===== config.mk =====
export PLATFORM = sky130hd
export DESIGN_NAME = dh_key_exchange_modexp_unit
export DESIGN_NICKNAME = d
export VERILOG_FILES = /design/src/hw/rtl/dhke_pkg.sv /design/src/hw/rtl/dhke_modred.sv /design/src/hw/rtl/dhke_datapath.sv /design/src/hw/rtl/dhke_ctrl.sv /design/src/hw/rtl/dh_key_exchange_modexp_unit.sv
export SDC_FILE = /design/constraint.sdc
export NUM_CORES = 2
export LEC_CHECK = 0
export ABC_AREA = 1
export BUFFER_PORTS_ARGS = -buffer_cell sky130_fd_sc_hd__buf_2
export CORE_UTILIZATION = 50
export DETAILED_ROUTE_END_ITERATION = 8
export PLACE_DENSITY_LB_ADDON = 0.2
export REMOVE_ABC_BUFFERS = 1
export SYNTH_ARGS = -nofsm -noshare
export SYNTH_HDL_FRONTEND = slang
export SYNTH_SLANG_ARGS = --single-unit

===== constraint.sdc =====
create_clock -name clk -period 8.6 [get_ports clk]
set_input_delay 1.72 -clock clk [delete_from_list [all_inputs] [get_ports clk]]
set_output_delay 1.72 -clock clk [all_outputs]
set_load 0.005 [all_outputs]

===== src/hw/rtl/dhke_pkg.sv =====
// Shared types for the modular exponentiation key exchange unit.
// Holds the controller state encoding and the command and status bundles.
`timescale 1ns / 1ps

package dhke_pkg;

    typedef enum logic [3:0] {
        ST_IDLE,
        ST_PRIME_CHK,
        ST_PRIME_WAIT,
        ST_PRIME_NEXT,
        ST_EXP_INIT,
        ST_EXP_MUL,
        ST_EXP_WAIT,
        ST_EXP_NEXT,
        ST_DONE
    } dhke_state_t;

    typedef enum logic [1:0] {
        MOD_DIVCHK,
        MOD_ACC,
        MOD_SQ
    } mod_op_t;

    typedef struct packed {
        logic       load;
        logic       div_init;
        logic       div_start;
        logic       div_step;
        logic       exp_init;
        logic [1:0] exp_sel;
        logic       mod_start;
        mod_op_t    mod_op;
        logic       exp_shift;
        logic       save_result;
        logic       clear_result;
        logic       out_load;
    } dhke_cmd_t;

    typedef struct packed {
        logic small_p;
        logic div_over;
        logic divisible;
        logic mod_busy;
        logic exp_zero;
        logic exp_bit;
    } dhke_sts_t;

endpackage


===== src/hw/rtl/dhke_modred.sv =====
// Sequential remainder unit: one restoring step per cycle.
// Does not use dhke_pkg; standalone arithmetic.
`timescale 1ns / 1ps

module dhke_modred #(
    parameter int W = 16
) (
    input  logic           clk,
    input  logic           rst_n,
    input  logic           start,
    input  logic [2*W-1:0] dividend,
    input  logic [W-1:0]   divisor,
    output logic           busy,
    output logic [W-1:0]   rem
);

    localparam int CW = $clog2(2 * W + 1);

    logic [2*W-1:0] num_reg, num_next;
    logic [W:0]     rem_reg, rem_next;
    logic [CW-1:0]  cnt_reg, cnt_next;
    logic           busy_reg, busy_next;
    logic [W:0]     trial;

    always_comb
    begin
        num_next  = num_reg;
        rem_next  = rem_reg;
        cnt_next  = cnt_reg;
        busy_next = busy_reg;
        trial     = {rem_reg[W-1:0], num_reg[2*W-1]};
        if (start)
        begin
            num_next  = dividend;
            rem_next  = '0;
            cnt_next  = CW'(2 * W);
            busy_next = 1'b1;
        end
        else if (busy_reg)
        begin
            num_next = {num_reg[2*W-2:0], 1'b0};
            if (trial >= {1'b0, divisor})
                rem_next = trial - {1'b0, divisor};
            else
                rem_next = trial;
            cnt_next = cnt_reg - 1'b1;
            if (cnt_reg == CW'(1))
                busy_next = 1'b0;
        end
    end

    always_ff @(posedge clk or negedge rst_n)
    begin
        if (!rst_n)
        begin
            busy_reg <= 1'b0;
            cnt_reg  <= '0;
        end
        else
        begin
            busy_reg <= busy_next;
            cnt_reg  <= cnt_next;
        end
    end

    always_ff @(posedge clk)
    begin
        num_reg <= num_next;
        rem_reg <= rem_next;
    end

    assign busy = busy_reg;
    assign rem  = rem_reg[W-1:0];

endmodule


===== src/hw/rtl/dhke_datapath.sv =====
// Datapath: operand registers, trial divisor, exponent, shared multiply and remainder.
// Depends on dhke_pkg and dhke_modred.
`timescale 1ns / 1ps

module dhke_datapath #(
    parameter int W = 16
) (
    input  logic               clk,
    input  logic               rst_n,
    input  dhke_pkg::dhke_cmd_t cmd,
    output dhke_pkg::dhke_sts_t sts,
    input  logic [W-1:0]       generator,
    input  logic [W-1:0]       modulus,
    input  logic [W-1:0]       secret_a,
    input  logic [W-1:0]       secret_b,
    output logic [W-1:0]       public_a,
    output logic [W-1:0]       public_b,
    output logic [W-1:0]       key_one,
    output logic [W-1:0]       key_two,
    output logic               not_prime
);

    import dhke_pkg::*;

    logic [W-1:0]   g_reg, p_reg, a_reg, b_reg;
    logic [W-1:0]   d_reg;
    logic [W-1:0]   exp_reg, acc_reg, sq_reg;
    logic [W-1:0]   pa_reg, pb_reg, k1_reg, k2_reg;
    logic [W-1:0]   pa_out_reg, pb_out_reg, k1_out_reg, k2_out_reg;
    logic           np_out_reg;
    logic [1:0]     sel_reg;
    mod_op_t        op_reg;
    logic [2*W-1:0] prod;
    logic [2*W-1:0] dsq;
    logic           mod_busy;
    logic [W-1:0]   rem;
    logic [W-1:0]   base_sel, exp_sel;
    logic [W-1:0]   mul_a, mul_b;
    logic [W-1:0]   div_sel;
    logic [2*W-1:0] mod_in;

    dhke_modred #(.W(W)) u_modred (
        .clk      (clk),
        .rst_n    (rst_n),
        .start    (cmd.mod_start),
        .dividend (mod_in),
        .divisor  (div_sel),
        .busy     (mod_busy),
        .rem      (rem)
    );

    always_comb
    begin
        case (cmd.exp_sel)
            2'd0:    begin base_sel = g_reg;  exp_sel = a_reg; end
            2'd1:    begin base_sel = g_reg;  exp_sel = b_reg; end
            2'd2:    begin base_sel = pb_reg; exp_sel = a_reg; end
            default: begin base_sel = pa_reg; exp_sel = b_reg; end
        endcase
        mul_a = (cmd.mod_op == MOD_ACC) ? acc_reg : sq_reg;
        mul_b = sq_reg;
        case (cmd.mod_op)
            MOD_DIVCHK: mod_in = {{W{1'b0}}, p_reg};
            MOD_ACC:    mod_in = prod;
            MOD_SQ:     mod_in = prod;
            default:    mod_in = prod;
        endcase
    end

    assign prod    = {{W{1'b0}}, mul_a} * {{W{1'b0}}, mul_b};
    assign dsq     = {{W{1'b0}}, d_reg} * {{W{1'b0}}, d_reg};
    assign div_sel = (op_reg == MOD_DIVCHK) ? d_reg : p_reg;

    always_ff @(posedge clk)
    begin
        if (cmd.load)
        begin
            g_reg <= generator;
            p_reg <= modulus;
            a_reg <= secret_a;
            b_reg <= secret_b;
        end
        if (cmd.div_init)
            d_reg <= W'(2);
        else if (cmd.div_step)
            d_reg <= d_reg + 1'b1;
        if (cmd.div_start)
            p_reg <= p_reg;
        if (cmd.mod_start)
            op_reg <= cmd.mod_op;
        if (cmd.exp_init)
        begin
            exp_reg <= exp_sel;
            sel_reg <= cmd.exp_sel;
            acc_reg <= W'(1);
            sq_reg  <= base_sel;
        end
        else if (cmd.save_result)
        begin
            case (sel_reg)
                2'd0:    pa_reg <= acc_reg;
                2'd1:    pb_reg <= acc_reg;
                2'd2:    k1_reg <= acc_reg;
                default: k2_reg <= acc_reg;
            endcase
        end
        else if (!mod_busy && op_reg != MOD_DIVCHK && cmd.exp_shift)
        begin
            if (op_reg == MOD_ACC)
                acc_reg <= rem;
            else
            begin
                sq_reg  <= rem;
                exp_reg <= exp_reg >> 1;
            end
        end
        else if (cmd.exp_shift && op_reg == MOD_DIVCHK)
        begin
            sq_reg <= rem;
        end
        if (cmd.out_load)
        begin
            pa_out_reg <= cmd.clear_result ? '0 : pa_reg;
            pb_out_reg <= cmd.clear_result ? '0 : pb_reg;
            k1_out_reg <= cmd.clear_result ? '0 : k1_reg;
            k2_out_reg <= cmd.clear_result ? '0 : k2_reg;
            np_out_reg <= cmd.clear_result;
        end
    end

    always_comb
    begin
        sts.small_p   = (p_reg < W'(2));
        sts.div_over  = (dsq > {{W{1'b0}}, p_reg});
        sts.divisible = (rem == '0);
        sts.mod_busy  = mod_busy;
        sts.exp_zero  = (exp_reg == '0);
        sts.exp_bit   = exp_reg[0];
    end

    assign public_a  = pa_out_reg;
    assign public_b  = pb_out_reg;
    assign key_one   = k1_out_reg;
    assign key_two   = k2_out_reg;
    assign not_prime = np_out_reg;

endmodule


===== src/hw/rtl/dhke_ctrl.sv =====
// Controller: sequences the primality test and four exponentiations.
// Depends on dhke_pkg.
`timescale 1ns / 1ps

module dhke_ctrl (
    input  logic                clk,
    input  logic                rst_n,
    input  logic                in_valid,
    output logic                in_ready,
    output logic                out_valid,
    input  logic                out_ready,
    input  dhke_pkg::dhke_sts_t sts,
    output dhke_pkg::dhke_cmd_t cmd
);

    import dhke_pkg::*;

    dhke_state_t state_reg, state_next;
    logic [1:0]  idx_reg, idx_next;
    logic        sq_phase_reg, sq_phase_next;
    logic        fail_reg, fail_next;
    logic        ov_reg, ov_next;
    logic        finish;

    assign finish   = (state_reg == ST_DONE) && (!ov_reg || out_ready);
    assign in_ready = (state_reg == ST_IDLE);
    assign out_valid = ov_reg;

    always_comb
    begin
        state_next    = state_reg;
        idx_next      = idx_reg;
        sq_phase_next = sq_phase_reg;
        fail_next     = fail_reg;
        ov_next       = ov_reg;
        if (ov_reg && out_ready)
            ov_next = 1'b0;
        case (state_reg)
            ST_IDLE:
                if (in_valid)
                    state_next = ST_PRIME_CHK;
            ST_PRIME_CHK:
                if (sts.small_p)
                begin
                    fail_next  = 1'b1;
                    state_next = ST_DONE;
                end
                else if (sts.div_over)
                begin
                    fail_next  = 1'b0;
                    idx_next   = 2'd0;
                    state_next = ST_EXP_INIT;
                end
                else
                    state_next = ST_PRIME_WAIT;
            ST_PRIME_WAIT:
                if (!sts.mod_busy)
                    state_next = ST_PRIME_NEXT;
            ST_PRIME_NEXT:
                if (sts.divisible)
                begin
                    fail_next  = 1'b1;
                    state_next = ST_DONE;
                end
                else
                    state_next = ST_PRIME_CHK;
            ST_EXP_INIT:
            begin
                sq_phase_next = 1'b0;
                state_next    = ST_EXP_NEXT;
            end
            ST_EXP_NEXT:
                if (sts.exp_zero)
                begin
                    if (idx_reg == 2'd3)
                        state_next = ST_DONE;
                    else
                        state_next = ST_EXP_INIT;
                    idx_next = idx_reg + 1'b1;
                end
                else
                    state_next = ST_EXP_MUL;
            ST_EXP_MUL:
                state_next = ST_EXP_WAIT;
            ST_EXP_WAIT:
                if (!sts.mod_busy)
                begin
                    if (!sq_phase_reg && sts.exp_bit)
                    begin
                        sq_phase_next = 1'b1;
                        state_next    = ST_EXP_MUL;
                    end
                    else
                    begin
                        sq_phase_next = 1'b0;
                        state_next    = ST_EXP_NEXT;
                    end
                end
            ST_DONE:
                if (finish)
                begin
                    ov_next    = 1'b1;
                    state_next = ST_IDLE;
                end
            default:
                state_next = ST_IDLE;
        endcase
    end

    always_comb
    begin
        cmd = '0;
        cmd.mod_op  = MOD_DIVCHK;
        cmd.exp_sel = idx_reg;
        case (state_reg)
            ST_IDLE:
            begin
                cmd.load     = in_valid;
                cmd.div_init = in_valid;
            end
            ST_PRIME_CHK:
                if (!sts.small_p && !sts.div_over)
                begin
                    cmd.mod_start = 1'b1;
                    cmd.div_start = 1'b1;
                end
            ST_PRIME_NEXT:
                cmd.div_step = 1'b1;
            ST_EXP_INIT:
                cmd.exp_init = 1'b1;
            ST_EXP_NEXT:
                cmd.save_result = sts.exp_zero;
            ST_EXP_MUL:
            begin
                cmd.mod_start = 1'b1;
                cmd.mod_op    = (sts.exp_bit && !sq_phase_reg) ? MOD_ACC : MOD_SQ;
            end
            ST_EXP_WAIT:
            begin
                cmd.mod_op    = (sts.exp_bit && !sq_phase_reg) ? MOD_ACC : MOD_SQ;
                cmd.exp_shift = !sts.mod_busy;
            end
            ST_DONE:
            begin
                cmd.out_load     = finish;
                cmd.clear_result = fail_reg;
            end
            default:
                cmd = '0;
        endcase
    end

    always_ff @(posedge clk or negedge rst_n)
    begin
        if (!rst_n)
        begin
            state_reg    <= ST_IDLE;
            idx_reg      <= '0;
            sq_phase_reg <= 1'b0;
            fail_reg     <= 1'b0;
            ov_reg       <= 1'b0;
        end
        else
        begin
            state_reg    <= state_next;
            idx_reg      <= idx_next;
            sq_phase_reg <= sq_phase_next;
            fail_reg     <= fail_next;
            ov_reg       <= ov_next;
        end
    end

endmodule


===== src/hw/rtl/dh_key_exchange_modexp_unit.sv =====
// Modular exponentiation key exchange unit: trial-division prime test, then four modexps.
// Trial divisors run up to sqrt(p), one remainder pass each; then each exponent bit takes one
// or two passes of the shared multiply and remainder unit.
// One request at a time; the result register frees the unit while it waits.
// Reset (rst_n low, asynchronous) returns the controller to idle and drops out_valid.
`timescale 1ns / 1ps

module dh_key_exchange_modexp_unit #(
    parameter int OPERAND_WIDTH = 16
) (
    input  logic                     clk,
    input  logic                     rst_n,
    input  logic                     in_valid,
    output logic                     in_ready,
    input  logic [OPERAND_WIDTH-1:0] generator,
    input  logic [OPERAND_WIDTH-1:0] modulus,
    input  logic [OPERAND_WIDTH-1:0] secret_a,
    input  logic [OPERAND_WIDTH-1:0] secret_b,
    output logic                     out_valid,
    input  logic                     out_ready,
    output logic [OPERAND_WIDTH-1:0] public_a,
    output logic [OPERAND_WIDTH-1:0] public_b,
    output logic [OPERAND_WIDTH-1:0] key_one,
    output logic [OPERAND_WIDTH-1:0] key_two,
    output logic                     not_prime
);

    import dhke_pkg::*;

    dhke_cmd_t cmd;
    dhke_sts_t sts;

    dhke_ctrl u_ctrl (
        .clk       (clk),
        .rst_n     (rst_n),
        .in_valid  (in_valid),
        .in_ready  (in_ready),
        .out_valid (out_valid),
        .out_ready (out_ready),
        .sts       (sts),
        .cmd       (cmd)
    );

    dhke_datapath #(.W(OPERAND_WIDTH)) u_dp (
        .clk       (clk),
        .rst_n     (rst_n),
        .cmd       (cmd),
        .sts       (sts),
        .generator (generator),
        .modulus   (modulus),
        .secret_a  (secret_a),
        .secret_b  (secret_b),
        .public_a  (public_a),
        .public_b  (public_b),
        .key_one   (key_one),
        .key_two   (key_two),
        .not_prime (not_prime)
    );

    a_load_only_idle: assert property (@(posedge clk) disable iff (!rst_n)
        cmd.load |-> in_ready)
        else $error("operands loaded outside idle");

    a_out_after_done: assert property (@(posedge clk) disable iff (!rst_n)
        $rose(out_valid) |-> $past(cmd.out_load))
        else $error("result shown without load");

    a_no_new_while_busy: assert property (@(posedge clk) disable iff (!rst_n)
        (in_valid && in_ready) |=> !in_ready)
        else $error("accepted while busy");

endmodule


==> qor.json <==
{
  "yosysWarningCount": 0,
  "largest_reg_flops": 32,
  "placement.setup.worst_slack_ps": 689,
  "largest_stage_delay_worst_path_ps": 550,
  "routedWlPerCell_um": 17.9,
  "crit_startpoint": "u_ctrl.state_reg[3]",
  "reg2regPathDepth": 32,
  "setup.worst_path.start_class": "flip-flop",
  "setup_violations": 0,
  "cp_data_arrival_time_ps": 8240,
  "timing.final.hold_violations": 0,
  "clk_latency_ps": 550,
  "syn_avg_cell_area_sq_um": 8.75,
  "synth-seq-area-share": 0.300,
  "tritoncts": "built",
  "maxCapViolations": 0,
  "finalClockSkew_ps": 18.6,
  "yosysUniqueCellTypes": 63,
  "cts.path.max_buffers": 3,
  "cp-end-kind": "flip-flop",
  "cp.required_ps": 8900,
  "finalSetupTns_ps": 0,
  "multi_input_comb_area_sq_um": 18000,
  "hpwlAfterDp_um": 64500,
  "max_slew_vio_count": 0,
  "routed_wirelength_um": 78700,
  "grt_first_pass_wirelength_um": 126000,
  "share_of_cells_above_drive_strength_1": 0.0897,
  "crit_path_frequent_cell": "sky130_fd_sc_hd__fa_1",
  "rsz0062_at_grt": "false",
  "slew_at_the_pin_with_the_worst_max_slew_slack_ps": 962,
  "clock-root-buffer": "sky130_fd_sc_hd__clkbuf_16",
  "dr_total_vias": 22900,
  "max_slew_margin": 0.358,
  "nets": 4261,
  "cts-resized-gates": 0,
  "routed_via_density": 5.20,
  "grt_pass1_vias": 22900,
  "core-area_sq_um": 60500,
  "outcome": "finished, final reports clean",
  "max_clock_freq_ghz": 0.126,
  "placement.io_buffers": 134,
  "synthesis.instances": 3504,
  "layout.filler_cells": 5551,
  "die_area_sq_um": 62300,
  "crit_slowest_cell": "sky130_fd_sc_hd__fa_1",
  "ant_nets": 0,
  "gp_congestion": 0.949,
  "die_x_um": 250,
  "cts.sinks": 325,
  "drt_iter0_markers": 1783,
  "total_standard_cell_area_after_synthesis_sq_um": 30700,
  "initial_core_util": 0.507,
  "die_height_um": 250,
  "r2r_start": "u_ctrl.state_reg[3]",
  "cts_post_setup_buffers_inserted": 0,
  "hold_start": "u_ctrl.sq_phase_reg",
  "cts_hold_repair.buffers": 0,
  "finalWorstPathRequiredPeriod_ps": 7940,
  "crit_fanout": 18,
  "setup_slack_ps": 662,
  "cts_inserted_buffers": 36,
  "pin_count_of_the_biggest_net_entering_global_routing": 66,
  "drt-pass1-iter-count": 6,
  "period_share": 0.923,
  "rows": 90,
  "cts_clock_pin_slew_for_the_worst_setup_and_hold_paths_ps": 60,
  "global_route.usage.total": 0.259,
  "hold_path_depth": 2,
  "number_of_antenna_violations_at_the_first_check_in_global_routing": 0,
  "area.growth.synth_to_final_pct": 8.21,
  "critical_path_class": "reg2reg",
  "seqCellArea_sq_um": 9200,
  "final_core_utilization": 0.549,
  "globalRoute.totalOverflow": 0,
  "synth_seq_cells": 325,
  "io_pins": 135,
  "worst_hold_path_type": "reg2reg",
  "h-tree-depth": 2,
  "route.detailed.drc": 0
}
## final timing paths
kind	endpoint	slack, ps
min in group asynchronous	u_ctrl.sq_phase_reg	1110
worst max-delay path	u_dp.u_modred.num_reg[25]	660
worst min register to register	u_ctrl.sq_phase_reg	490
worst min-delay path	u_ctrl.sq_phase_reg	490
worst max register to register	u_dp.u_modred.num_reg[25]	660
max in group asynchronous	u_dp.u_modred.cnt_reg[2]	7180
## layout make-up
| cell class | count | area share |
|---|---|---|
| multi-input combinational | 2261 | 0.542 |
| sequential | 325 | 0.277 |
| inverter | 804 | 0.0911 |
| tap | 782 | 0.0295 |
| clock buffer | 51 | 0.0294 |
| timing repair buffer | 169 | 0.0285 |
| clock inverter | 13 | 0.00234 |
| antenna | 1 | 0.0000754 |
## metal layers
metal / global-route usage / routed length (um) / up-vias
met2: 0.412 / 36400 / 641
met1: 0.363 / 34800 / 11100
li1: - / - / 11100
met5: 0 / 0 / -
met3: 0.0493 / 5350 / 113
met4: 0.0711 / 2200 / 0
## synth_stat cells (all sizes together)
| master | instances | area share |
|---|---|---|
| a2111o | 1 | 0.00037 |
| a211oi | 2 | 0.00049 |
| a21boi | 4 | 0.00098 |
| a21o | 5 | 0.0012 |
| a21oi | 125 | 0.021 |
| a221oi | 11 | 0.0031 |
| a22oi | 11 | 0.0027 |
| a31o | 1 | 0.00029 |
| a31oi | 5 | 0.0010 |
| a32oi | 6 | 0.0017 |
| and2 | 3 | 0.00061 |
| and3 | 1 | 0.00020 |
| buf | 29 | 0.0054 |
| clkbuf | 85 | 0.010 |
| clkinv | 6 | 0.00073 |
| dfrtp | 16 | 0.013 |
| dfxtp | 48 | 0.031 |
| edfxtp | 261 | 0.26 |
| fa | 358 | 0.23 |
| ha | 238 | 0.097 |
| inv | 798 | 0.098 |
| nand2 | 793 | 0.099 |
| nand2b | 1 | 0.00020 |
| nand3 | 160 | 0.029 |
| nand3b | 7 | 0.0017 |
| nand4 | 23 | 0.0047 |
| nor2 | 246 | 0.033 |
| nor3 | 20 | 0.0036 |
| nor3b | 1 | 0.00024 |
| nor4 | 7 | 0.0014 |
| o2111ai | 1 | 0.00029 |
| o211a | 1 | 0.00033 |
| o211ai | 4 | 0.00098 |
| o21a | 6 | 0.0015 |
| o21ai | 136 | 0.024 |
| o21bai | 8 | 0.0020 |
| o221ai | 1 | 0.00029 |
| o22ai | 11 | 0.0022 |
| o31ai | 2 | 0.00049 |
| or2 | 13 | 0.0027 |
| or3 | 1 | 0.00020 |
| xnor2 | 21 | 0.0060 |
| xor2 | 27 | 0.0077 |
## stage by stage
| stage | std cells | cell area (sq um) | hold WS [ps] |
|---|---|---|---|
| 3_5_place_dp | 4341 | 32100 | 478 |
| 2_1_floorplan | 3390 | 30200 | 442 |
| 3_3_place_gp | 4341 | 32100 | 483 |
| 5_1_grt | 4405 | 33200 | 517 |
| 6_report | 4406 | 33200 | 491 |
| 4_1_cts | 4405 | 33200 | 490 |
## placed cells by master, fill, tap and decap left out, types with 118 or more instances in the layout
cell                       instances
sky130_fd_sc_hd__o21ai_0         118
sky130_fd_sc_hd__nor2_1          223
sky130_fd_sc_hd__fa_1            358
sky130_fd_sc_hd__edfxtp_1        261
sky130_fd_sc_hd__inv_1           775
sky130_fd_sc_hd__ha_1            238
sky130_fd_sc_hd__nand3_1         142
sky130_fd_sc_hd__nand2_1         777
sky130_fd_sc_hd__a21oi_1         121
sky130_fd_sc_hd__buf_2           134
## cell families after synthesis
| family | Yosys count | share of synthesized area |
|---|---|---|
| AOI/OAI and AO/OA | 341 | 0.0650 |
| xor gates and xnor gates | 48 | 0.0137 |
| adders and majority gates | 596 | 0.331 |
| buffers and inverters | 918 | 0.114 |
| DFF | 325 | 0.300 |
| and+or+nand+nor | 1276 | 0.176 |
## critical path: cells and delay by family, from the launching register on
kind | cells | cell delay, ps
adders and majority gates | 7 | 3450
and+or+nand+nor | 12 | 1440
buffers and inverters | 8 | 1320
AOI/OAI and AO/OA | 5 | 1060
DFF | 1 | 430
Power is not shown: default switching activity piles up to over one toggle a cycle in this logic, so the estimate is an artifact.
